## src/stxf_pkg.sv

```systemverilog
package stxf_pkg;

  // Line control bytes
  localparam logic [7:0] BYTE_STX = 8'h02;
  localparam logic [7:0] BYTE_ETX = 8'h03;
  localparam logic [7:0] BYTE_CR  = 8'h0D;
  localparam logic [7:0] BYTE_LF  = 8'h0A;
  localparam logic [7:0] CHAR_0   = 8'h30;
  localparam logic [7:0] CHAR_A   = 8'h41;
  localparam logic [3:0] NIB_TEN  = 4'd10;

  // Position within the bytes one request puts on the line
  typedef enum logic [2:0] {
    PH_STX,
    PH_DATA,
    PH_ETX,
    PH_HI,
    PH_LO,
    PH_CR,
    PH_LF
  } phase_t;

  // One accepted request as the sequencer holds it
  typedef struct packed {
    logic [7:0] data;
    logic       last;
    logic       need_stx;
    logic [7:0] bcc;
  } item_t;

  // Sequencer status toward the top level
  typedef struct packed {
    logic busy;
    logic final_step;
  } seq_stat_t;

  // Upper-case ASCII hex digit of a nibble
  function automatic logic [7:0] hex_digit(input logic [3:0] nib);
    logic [7:0] res;
    if (nib < NIB_TEN) begin
      res = CHAR_0 + {4'd0, nib};
    end else begin
      res = CHAR_A + {4'd0, nib - NIB_TEN};
    end
    return res;
  endfunction

endpackage

```

## src/stxf_seq.sv

```systemverilog
module stxf_seq (
  input  logic                  clk,
  input  logic                  rst_n,
  input  logic                  load,
  input  stxf_pkg::item_t       load_item,
  input  logic                  advance,
  output logic [7:0]            cur_byte,
  output logic                  cur_done,
  output stxf_pkg::seq_stat_t   stat
);
  import stxf_pkg::*;

  item_t  item_r;
  phase_t phase_r, phase_nxt, phase_step;
  logic   busy_r, busy_nxt;
  logic   final_step;

  // Last byte of the held request
  assign final_step = (phase_r == PH_LF) || ((phase_r == PH_DATA) && !item_r.last);

  assign stat.busy       = busy_r;
  assign stat.final_step = final_step;

  // Step to the following byte
  always_comb begin
    case (phase_r)
      PH_STX:  phase_step = PH_DATA;
      PH_DATA: phase_step = PH_ETX;
      PH_ETX:  phase_step = PH_HI;
      PH_HI:   phase_step = PH_LO;
      PH_LO:   phase_step = PH_CR;
      PH_CR:   phase_step = PH_LF;
      default: phase_step = PH_LF;
    endcase
  end

  // Load a new request, advance or drop the finished one
  always_comb begin
    busy_nxt  = busy_r;
    phase_nxt = phase_r;
    if (load) begin
      busy_nxt  = 1'b1;
      phase_nxt = load_item.need_stx ? PH_STX : PH_DATA;
    end else if (advance && final_step) begin
      busy_nxt = 1'b0;
    end else if (advance) begin
      phase_nxt = phase_step;
    end
  end

  always_ff @(posedge clk) begin
    if (!rst_n) begin
      busy_r  <= 1'b0;
      phase_r <= PH_STX;
    end else begin
      busy_r  <= busy_nxt;
      phase_r <= phase_nxt;
    end
  end

  // Hold the request payload
  always_ff @(posedge clk) begin
    if (load) begin
      item_r <= load_item;
    end
  end

  // Select the byte for the current position
  always_comb begin
    cur_done = 1'b0;
    case (phase_r)
      PH_STX:  cur_byte = BYTE_STX;
      PH_DATA: cur_byte = item_r.data;
      PH_ETX:  cur_byte = BYTE_ETX;
      PH_HI:   cur_byte = hex_digit(item_r.bcc[7:4]);
      PH_LO:   cur_byte = hex_digit(item_r.bcc[3:0]);
      PH_CR:   cur_byte = BYTE_CR;
      PH_LF: begin
        cur_byte = BYTE_LF;
        cur_done = 1'b1;
      end
      default: cur_byte = BYTE_LF;
    endcase
  end

endmodule

```

## src/stx_etx_bcc_frame_builder_top.sv

```systemverilog
// The first line byte of a request goes from the sequencer through the output register to the outputs.
// Throughput: one byte per cycle on the line while out_stall is low; a request inside an open
// frame that is not the last is one line byte; STX adds one, a last byte adds five trailer bytes.
// The output register lets a new request in while a line byte still waits.
// Reset (rst_n low, synchronous) closes any open frame, clears the check byte and
// empties the sequencer and the output register.
module stx_etx_bcc_frame_builder_top (
  input  logic       clk,
  input  logic       rst_n,
  input  logic       in_valid,
  output logic       in_stall,
  input  logic [7:0] in_payload_byte,
  input  logic       in_is_last,
  output logic       out_valid,
  input  logic       out_stall,
  output logic [7:0] out_line_byte,
  output logic       out_frame_done
);
  import stxf_pkg::*;

  logic       open_r, open_nxt;
  logic [7:0] chk_r, chk_nxt;
  logic [7:0] chk_sum;
  logic       accept, out_load, advance;
  item_t      new_item;
  seq_stat_t  seq_stat;
  logic [7:0] cur_byte;
  logic       cur_done;
  logic       out_valid_r, out_valid_nxt;
  logic [7:0] out_byte_r;
  logic       out_done_r;

  // Handshake
  assign out_load = !out_valid_r || !out_stall;
  assign advance  = seq_stat.busy && out_load;
  assign in_stall = seq_stat.busy && !(out_load && seq_stat.final_step);
  assign accept   = in_valid && !in_stall;

  // Fold the payload byte into the running check
  assign chk_sum = (open_r ? chk_r : 8'h00) ^ in_payload_byte;

  always_comb begin
    new_item.data     = in_payload_byte;
    new_item.last     = in_is_last;
    new_item.need_stx = !open_r;
    new_item.bcc      = chk_sum ^ BYTE_ETX;
  end

  // Track the open frame and its check byte
  always_comb begin
    open_nxt = open_r;
    chk_nxt  = chk_r;
    if (accept) begin
      open_nxt = !in_is_last;
      chk_nxt  = in_is_last ? 8'h00 : chk_sum;
    end
  end

  always_ff @(posedge clk) begin
    if (!rst_n) begin
      open_r <= 1'b0;
      chk_r  <= 8'h00;
    end else begin
      open_r <= open_nxt;
      chk_r  <= chk_nxt;
    end
  end

  stxf_seq u_seq (
    .clk       (clk),
    .rst_n     (rst_n),
    .load      (accept),
    .load_item (new_item),
    .advance   (advance),
    .cur_byte  (cur_byte),
    .cur_done  (cur_done),
    .stat      (seq_stat)
  );

  // Output register
  assign out_valid_nxt = out_load ? advance : out_valid_r;

  always_ff @(posedge clk) begin
    if (!rst_n) begin
      out_valid_r <= 1'b0;
    end else begin
      out_valid_r <= out_valid_nxt;
    end
  end

  always_ff @(posedge clk) begin
    if (out_load) begin
      out_byte_r <= cur_byte;
      out_done_r <= cur_done;
    end
  end

  assign out_valid      = out_valid_r;
  assign out_line_byte  = out_byte_r;
  assign out_frame_done = out_done_r;

endmodule

```

## config.mk

```make
export PLATFORM = sky130hd
export DESIGN_NAME = stx_etx_bcc_frame_builder_top
export DESIGN_NICKNAME = d
export VERILOG_FILES = /design/src/stxf_pkg.sv /design/src/stxf_seq.sv /design/src/stx_etx_bcc_frame_builder_top.sv
export SDC_FILE = /design/constraint.sdc
export NUM_CORES = 1
export LEC_CHECK = 0
export BUFFER_PORTS_ARGS = -buffer_cell sky130_fd_sc_hd__buf_2
export CAP_MARGIN = 10
export CORE_MARGIN = 2
export CORE_UTILIZATION = 55
export CTS_CLUSTER_DIAMETER = 100
export DETAILED_ROUTE_END_ITERATION = 7
export PLACE_DENSITY = 0.73
export SLEW_MARGIN = 20
export SYNTH_ARGS = -nofsm -noshare
export SYNTH_HDL_FRONTEND = slang
export SYNTH_SLANG_ARGS = --single-unit
```

## constraint.sdc

```tcl
create_clock -name clk -period 2.1 [get_ports clk]
set_input_delay 0 -clock clk [delete_from_list [all_inputs] [get_ports clk]]
set_output_delay 0 -clock clk [all_outputs]
set_load 0.005 [all_outputs]
```

==> impl_metrics.py, run 1 <==
metrics = {
    "synthesis": {
        "synth_mux_area_frac": 0.0352,
        "synth_top_family_by_area": "compound AO/OA/AOI/OAI gates",
        "yosysSeqAreaShare": 0.534,
        "synth_top_area_share": 0.393,
        "synth_warnings": 0,
        "syn_inst": 180,
        "yosys.area_share.simple": 0.114,
        "avgSynthCellArea_sq_um": 11.0,
        "synthesis.area_sq_um": 1990,
        "ys_types": 43,
        "syn_nets": 199,
        "synth-seq-cells": 40,
        "synthAdderAreaFrac": 0.0378,
        "synth.largest_area_cell": "edfxtp_1",
        "synth_compound_area_frac": 0.160,
        "synth_xor_area_frac": 0.0617,
        "synth_area_leaders": "edfxtp_1 (39%), dfxtp_1 (14%), nand2_1 (4.9%)",
    },
    "sta": {
        "tightest_slew_ps": 506,
        "rsz0062_at_grt": "false",
        "fin_skew_ps": 11.4,
        "report.final.slew_viol_count": 0,
        "min_period_over_period": 0.867,
        "setup_violations": 0,
        "slew-limit-headroom": 0.662,
        "max_freq_ghz": 0.549,
        "fin_tns_setup_ps": 0,
        "hold_viol_final": 0,
        "finalCriticalPeriod_ps": 1820,
        "whs_ps": 152,
    },
    "route": {
        "drc": 0,
        "dr.pass1.iters": 4,
        "wl_um": 4220,
        "vias": 1529,
        "via_per_inst": 5.75,
        "ant_nets": 0,
        "wire_per_inst_um": 15.8,
        "drt_iter0_markers": 151,
    },
    "cts": {
        "post_cts_buffers": 0,
        "insertion_delay_ps": 350,
        "clockBufferDepth": 2,
        "numCtsBuffers": 5,
        "tritoncts": "built",
        "htreeDepth": 2,
        "root_buffer": "clkbuf_4",
        "cts.sinks": 40,
        "cts.clk_slew.worst_paths_ps": 130,
    },
    "placed_design": {
        "io_buffer_count": 23,
        "dpl_cell_area_sq_um": 2140,
        "place_congestion": 0.903,
        "place_hpwl_um": 2880,
    },
    "setup_path": {
        "cp_slowest_cell": "dlygate4sd3_1",
        "path_cells": "nor4b_4 > o21a_1 > nor2_1 > o21a_1 > dlygate4sd3_1",
        "critPathKind": "reg -> reg",
        "crit_path_max_fanout": 3,
        "critPathRequiredTime_ps": 2350,
        "critPathLaunchType": "register",
        "reg2reg_depth": 5,
        "end_kind": "register",
        "path_common_cell": "o21a_1",
        "r2r_start": "u_seq.item_r[9]",
        "max_stage_delay_ps": 540,
        "crit_path_start": "u_seq.item_r[9]",
        "worstPathArrival_ps": 2070,
    },
    "global_route": {
        "grt_max_degree": 19,
        "grt_usage": 0.228,
        "overflow": 0,
        "antenna_found_initial": 0,
        "grt_first_pass_wirelength_um": 6980,
        "first_global_vias": 1427,
    },
    "finish": {
        "drive_above_1_share": 0.205,
        "n_antenna_cell": 0,
        "fin_nets": 238,
        "final_area_sq_um": 2340,
        "area_growth_pct": 17.7,
    },
    "worst_hold_path": {
        "hold_start": "out_stall",
        "hold_path_depth": 2,
        "hp-class": "in -> reg",
    },
    "power": {
        "ir_drop_mv": 0.456,
        "p_per_area_nw_per_um2": 693,
        "power_leakage_nw": 0.941,
    },
    "job": {
        "drv_cap": 0,
    },
    "floorplanning": {
        "start_util": 0.582,
        "die_area_sq_um": 4110,
        "num_rows": 21,
        "fp.dieW_um": 64.1,
        "core-area_sq_um": 3420,
        "io_pins": 24,
        "die_y_um": 64.1,
    },
    "run_status": {
        "outcome": "completed",
    },
}
sequential cells by signal, summed over array words and instances (netlist names):
register	cells
chk_r	8
open_r	1
out_frame_done	1
out_line_byte	8
out_valid	1
u_seq.busy_r	1
u_seq.item_r	17
u_seq.phase_r	3
final timing paths:
path | end | slack (ps)
worst max-delay path | u_seq.busy_r | 280
worst min-delay path | out_frame_done | 150
worst max register to register | u_seq.busy_r | 280
worst min register to register | chk_r[2] | 470
placed cells by master, fill, tap and decap left out, types with 2 or more instances in the layout:
cell / count
o21ai_2: 2
nor3_1: 2
dlygate4sd3_1: 12
buf_2: 23
edfxtp_1: 26
a211o_1: 2
inv_1: 14
dfxtp_1: 14
a32oi_1: 2
nor2_1: 6
a31o_1: 2
o22ai_1: 3
a2111oi_0: 3
o21ai_0: 2
ha_1: 6
nor2b_1: 2
mux2i_1: 7
a21oi_1: 8
buf_4: 5
and3_1: 2
clkbuf_4: 5
inv_2: 2
nand2_1: 26
o21a_1: 2
xnor2_1: 10
o21ai_1: 6
xor2_1: 4
a211oi_1: 3
power by group:
part | leakage (nW) | switching [W] | total, W | internal, W
clock network | 0.0394 | 0.000264 | 0.000465 | 0.000201
logic | 0.524 | 0.000126 | 0.000230 | 0.000104
registers | 0.378 | 0.0000327 | 0.000926 | 0.000894
per-layer routing:
metal  wire (um)  track usage  vias to the layer above
li1            -            -                      726
met1        1800        0.279                      725
met2        2100        0.387                       64
met3         233       0.0669                       14
met4          89       0.0718                        0
met5           0            0                        -
synthesized netlist by cell type, drive strengths merged:
cell and number:
nand2 27, edfxtp 26, inv 16, dfxtp 14, o21ai 10, xnor2 10
a21oi 8, mux2i 7, ha 6, nor2 6, a2111oi 4, a211oi 4
buf 4, clkbuf 4, xor2 4, o22ai 3, a211o 2, a31o 2
a32oi 2, and3 2, nor2b 2, nor3 2, o21a 2, a221oi 1
a311o 1, a311oi 1, a31oi 1, and3b 1, nand3 1, nand3b 1
nor3b 1, nor4b 1, o311ai 1, o31ai 1, o32ai 1, or3b 1
cell type report:
class                   instances  area (sq um)
multi-input cells             116           813
flip-flops and latches         40          1060
clock buffers                   6          62.6
clock inverters                 2          12.5
inverters                      16          60.1
fillers                       253          1080
repair buffers                 40           273
well taps                      46          57.6
timing repair:
item	4_1_cts	5_1_grt
hold buffers	12	0
resized for setup	0	0
endpoints found under the hold margin	21	0
kinds of logic (layout without fill, tap and decap cells):
family / after synthesis / in the layout
DFF: 40 / 40
and+or+nand+nor: 45 / 45
adders and majority gates: 6 / 6
AOI/OAI and AO/OA: 44 / 44
xor gates and xnor gates: 14 / 14
buffers and inverters: 24 / 64
muxes: 7 / 7
critical path, delay by kind of cell, from the launching register on:
kind | cells | cell delay [ps]
flops | 1 | 470
compound gates | 2 | 360
simple gates | 2 | 350
buf+inv | 1 | 540
through the flow:
stage / utilization / cells / worst slack, ps / power [W]
2_1_floorplan: - / 180 / 557 / 0.00107
3_3_place_gp: 0.628 / 246 / 438 / 0.00114
3_5_place_dp: 0.628 / 246 / 365 / 0.00115
4_1_cts: 0.685 / 266 / 303 / 0.00162
5_1_grt: 0.685 / 266 / 216 / 0.00169
6_report: 0.685 / 266 / 280 / 0.00162
(Power assumes the default switching activity.)
==> run 2: changes to the inputs <==
--- a/config.mk
+++ b/config.mk
@@ -7,6 +7,7 @@
 export LEC_CHECK = 0
 export BUFFER_PORTS_ARGS = -buffer_cell sky130_fd_sc_hd__buf_2
 export CAP_MARGIN = 10
+export CORE_ASPECT_RATIO = 0.7
 export CORE_MARGIN = 2
 export CORE_UTILIZATION = 55
 export CTS_CLUSTER_DIAMETER = 100
==> impl_metrics.py, run 2 (same netlist as run 1, synthesis figures left out) <==
metrics = {
    "setup_path": {
        "critPathKind": "reg -> reg",
        "crit_path_max_fanout": 3,
        "critPathLaunchType": "register",
        "critPathRequiredTime_ps": 2130,
        "worstPathArrival_ps": 1790,
        "end_kind": "register",
        "rrSetupSlack_ps": 330,
    },
    "cts": {
        "clockBufferDepth": 2,
        "htreeDepth": 2,
        "insertion_delay_ps": 290,
        "cts.clk_slew.worst_paths_ps": 70,
        "numCtsBuffers": 5,
        "post_cts_buffers": 0,
        "tritoncts": "built",
        "cts.sinks": 40,
        "root_buffer": "clkbuf_8",
    },
    "sta": {
        "fin_tns_setup_ps": 0,
        "tightest_slew_ps": 547,
        "slew-limit-headroom": 0.635,
        "setup_violations": 0,
        "finalCriticalPeriod_ps": 1770,
        "report.final.slew_viol_count": 0,
        "min_period_over_period": 0.842,
        "rsz0062_at_grt": "false",
        "max_freq_ghz": 0.566,
        "setup_slack_ps": 333,
        "hold_viol_final": 0,
        "fin_skew_ps": 5.83,
    },
    "power": {
        "p_per_area_nw_per_um2": 703,
        "report.power.total_w": 0.00164,
        "power_leakage_nw": 0.933,
        "ir_drop_mv": 0.432,
    },
    "finish": {
        "drive_above_1_share": 0.198,
        "regMostFlops": "u_seq.item_r",
        "area_growth_pct": 17.0,
        "utilization": 0.666,
        "largest_reg_flops": 17,
        "fin_nets": 235,
        "n_antenna_cell": 0,
        "layout_common_cells": "nand2_1 (26), edfxtp_1 (26), buf_2 (23)",
    },
    "route": {
        "wl_um": 3810,
        "wire_per_inst_um": 14.3,
        "drc": 0,
        "vias": 1458,
        "via_per_inst": 5.46,
        "dr.pass1.iters": 4,
        "drt_iter0_markers": 175,
        "ant_nets": 0,
    },
    "job": {
        "drv_cap": 0,
    },
    "global_route": {
        "first_global_vias": 1361,
        "busiest_layer": "met2",
        "grt_max_degree": 18,
        "grt_first_pass_wirelength_um": 6070,
        "overflow": 0,
        "grt_usage": 0.211,
        "antenna_found_initial": 0,
        "use_met3": 0.0663,
        "grt_util_met2": 0.326,
        "grtUsageMet1": 0.266,
    },
    "floorplanning": {
        "fp.dieW_um": 75.9,
        "start_util": 0.570,
        "num_rows": 18,
        "io_pins": 24,
        "die_area_sq_um": 4120,
        "die_y_um": 54.3,
        "core-area_sq_um": 3490,
    },
    "placed_design": {
        "place_congestion": 0.931,
        "place_ws_ps": 378,
        "io_buffer_count": 23,
        "place_hpwl_um": 2690,
    },
    "run_status": {
        "outcome": "completed",
    },
    "worst_hold_path": {
        "hp-class": "in -> reg",
    },
}
run 2: stage by stage:
stage / cells / hold WS (ps) / cell area (sq um)
after global routing: 267 / 71.2 / 2330
after global placement: 249 / 198 / 2140
final: 267 / 58.0 / 2330
after detailed placement: 249 / 196 / 2140
after floorplan: 180 / 98.9 / 1990
after CTS: 267 / 54.6 / 2330
run 2: cell type report:
| class | count | area, sq um |
|---|---|---|
| clock buffers | 6 | 72.6 |
| repair buffers | 37 | 245 |
| multi-input cells | 116 | 813 |
| inverters | 16 | 60.1 |
| clock inverters | 2 | 11.3 |
| well taps | 50 | 62.6 |
| fillers | 281 | 1160 |
| flip-flops and latches | 40 | 1060 |
run 2: what timing repair did:
item,CTS,global route
endpoints found under the hold margin,10,0
gates resized for setup,0,0
hold buffers,10,0
run 2: worst paths after layout:
path	startpoint	to	cells after the start
hold reg to reg	chk_r[3]	chk_r[3]	2
setup reg to reg	u_seq.item_r[2]	out_line_byte[3]	6
setup / recovery	u_seq.item_r[2]	out_line_byte[3]	6
hold / removal	rst_n	u_seq.busy_r	2
run 2: per-layer routing:
layer	routed length, um	vias to the layer above	part of all wire
li1	-	725	-
met1	1730	659	0.45
met2	1680	64	0.44
met3	339	10	0.089
met4	65	0	0.017
met5	0	-	0
run 2: worst max-delay path, stage by stage (launching register included):
cell,delay (ps)
edfxtp_1,430
inv_1,130
ha_1,150
nand2_1,60
xnor2_1,120
a2111oi_0,460
o22ai_1,160
run 2: report_power, final:
| part | leakage (nW) | switching (W) | total [W] | internal (W) |
|---|---|---|---|---|
| clock network | 0.0455 | 0.000260 | 0.000492 | 0.000233 |
| logic | 0.509 | 0.000113 | 0.000211 | 0.0000983 |
| registers | 0.378 | 0.0000382 | 0.000932 | 0.000894 |
| total | 0.933 | 0.000411 | 0.00164 | 0.00123 |
==> run 3: changes to the inputs <==
==> constraint.sdc (replaced) <==
create_clock -name clk -period 1.8 [get_ports clk]
set_input_delay 0 -clock clk [delete_from_list [all_inputs] [get_ports clk]]
set_output_delay 0 -clock clk [all_outputs]
set_load 0.005 [all_outputs]
==> impl_metrics.py, run 3 (same netlist as run 1, synthesis figures left out) <==
metrics = {
    "sta": {
        "report.final.slew_viol_count": 0,
        "fin_tns_setup_ps": 0,
        "setup_slack_ps": 91.1,
        "tightest_slew_ps": 414,
        "setup_violations": 0,
        "min_period_over_period": 0.949,
        "finalCriticalPeriod_ps": 1710,
        "hold_viol_final": 0,
        "max_freq_ghz": 0.585,
        "rsz0062_at_grt": "false",
        "slew-limit-headroom": 0.722,
        "fin_skew_ps": 7.57,
    },
    "finish": {
        "n_antenna_cell": 0,
        "utilization": 0.685,
        "regMostFlops": "u_seq.item_r",
        "largest_reg_flops": 17,
        "fin_nets": 237,
        "drive_above_1_share": 0.219,
        "area_growth_pct": 20.2,
        "layout_common_cells": "nand2_1 (26), edfxtp_1 (26), buf_2 (23)",
        "fill_cells": 262,
        "final_area_sq_um": 2390,
    },
    "cts": {
        "tritoncts": "built",
        "clockBufferDepth": 2,
        "root_buffer": "clkbuf_8",
        "insertion_delay_ps": 300,
        "cts.sinks": 40,
        "htreeDepth": 2,
        "post_cts_buffers": 0,
        "numCtsBuffers": 5,
        "cts.clk_slew.worst_paths_ps": 80,
    },
    "floorplanning": {
        "io_pins": 24,
        "num_rows": 18,
        "die_y_um": 54.3,
        "fp.dieW_um": 75.9,
        "start_util": 0.570,
        "die_area_sq_um": 4120,
        "core-area_sq_um": 3490,
    },
    "setup_path": {
        "worstPathArrival_ps": 1760,
        "critPathKind": "reg -> reg",
        "cp_slowest_cell": "edfxtp_1",
        "crit_path_max_fanout": 5,
        "max_stage_delay_ps": 450,
        "critPathRequiredTime_ps": 1850,
        "critPathLaunchType": "register",
        "end_kind": "register",
        "rrSetupSlack_ps": 90,
        "path_cells": "inv_1 > ha_1 > xor2_1 > a211oi_2 > a211o_1",
    },
    "power": {
        "power_leakage_nw": 0.961,
        "p_per_area_nw_per_um2": 883,
        "ir_drop_mv": 0.483,
    },
    "global_route": {
        "antenna_found_initial": 0,
        "grt_usage": 0.211,
        "overflow": 0,
        "grt_max_degree": 20,
        "grt_first_pass_wirelength_um": 6090,
        "first_global_vias": 1313,
    },
    "placed_design": {
        "place_congestion": 0.831,
        "place_ws_ps": 28.2,
        "dpl_cell_area_sq_um": 2160,
        "place_hpwl_um": 2810,
        "io_buffer_count": 23,
    },
    "route": {
        "dr.pass1.iters": 4,
        "wire_per_inst_um": 14.3,
        "vias": 1455,
        "top_layer": "met4",
        "wl_um": 3850,
        "drc": 0,
        "dr_wl_met2_um": 1670,
        "drt-met1-wl_um": 1840,
        "route.met3.wl_um": 299,
        "drt_iter0_markers": 162,
        "ant_nets": 0,
        "via_per_inst": 5.41,
    },
    "run_status": {
        "outcome": "completed",
    },
    "worst_hold_path": {
        "hp-class": "in -> reg",
    },
    "job": {
        "drv_cap": 0,
    },
}
-- run 3: cell types whose count changed in the layout (fill, tap and decap cells not counted) --
| cell | delta |
|---|---|
| a211oi_1 | -1 |
| a2111oi_2 | +1 |
| a2111oi_0 | -1 |
| clkbuf_8 | +1 |
| clkbuf_1 | -1 |
| bufinv_16 | +1 |
| clkinv_4 | +1 |
| buf_4 | +2 |
| inv_4 | -1 |
| a211oi_2 | +1 |
| clkinv_2 | -1 |
-- run 3: timing repair --
action | 4_1_cts | 5_1_grt
gates resized for setup | 0 | 3
setup endpoints to repair | 0 | 2
endpoints found under the hold margin | 10 | 0
hold buffers | 10 | 0
-- run 3: where the power goes --
group / switching, W / internal [W] / leakage, nW / total (W)
sequential: 0.0000387 / 0.00104 / 0.378 / 0.00108
clock: 0.000314 / 0.000453 / 0.0614 / 0.000767
combinational: 0.000141 / 0.000120 / 0.521 / 0.000262
-- run 3: final timing paths --
path                                       from               end  depth (start not counted)
worst max-delay path            u_seq.item_r[5]  out_line_byte[2]                          5
worst min register to register         chk_r[5]          chk_r[5]                          2
worst max register to register  u_seq.item_r[5]  out_line_byte[2]                          5
worst min-delay path                  out_stall         out_valid                          3
-- run 3: critical path: cells and delay by family, from the launching register on --
family	cells	cell delay, ps
flops	1	450
xor+xnor	1	200
compound gates	2	350
fa+ha+maj	1	340
buf+inv	1	120
-- run 3: layout make-up --
class | count | area [sq um] | share of cell area
Tap cell | 50 | 62.6 | 0.0262
Clock inverter | 2 | 38.8 | 0.0162
Sequential cell | 40 | 1060 | 0.444
Clock buffer | 6 | 82.6 | 0.0346
Multi-Input combinational cell | 116 | 825 | 0.345
Inverter | 16 | 60.1 | 0.0251
Timing Repair Buffer | 39 | 260 | 0.109
-- run 3: metal layers --
metal / vias to the layer above / GRT usage
li1: 729 / -
met1: 653 / 0.287
met2: 67 / 0.313
met3: 6 / 0.0810
met4: 0 / 0.0673
met5: - / 0
-- run 3: metrics by stage --
step	power, W	std cells	hold slack [ps]
5_1_grt	0.00219	269	36.4
3_3_place_gp	0.00133	251	207
4_1_cts	0.00212	269	10.5
3_5_place_dp	0.00134	251	205
6_report	0.00211	269	16.3
2_1_floorplan	0.00125	180	98.9
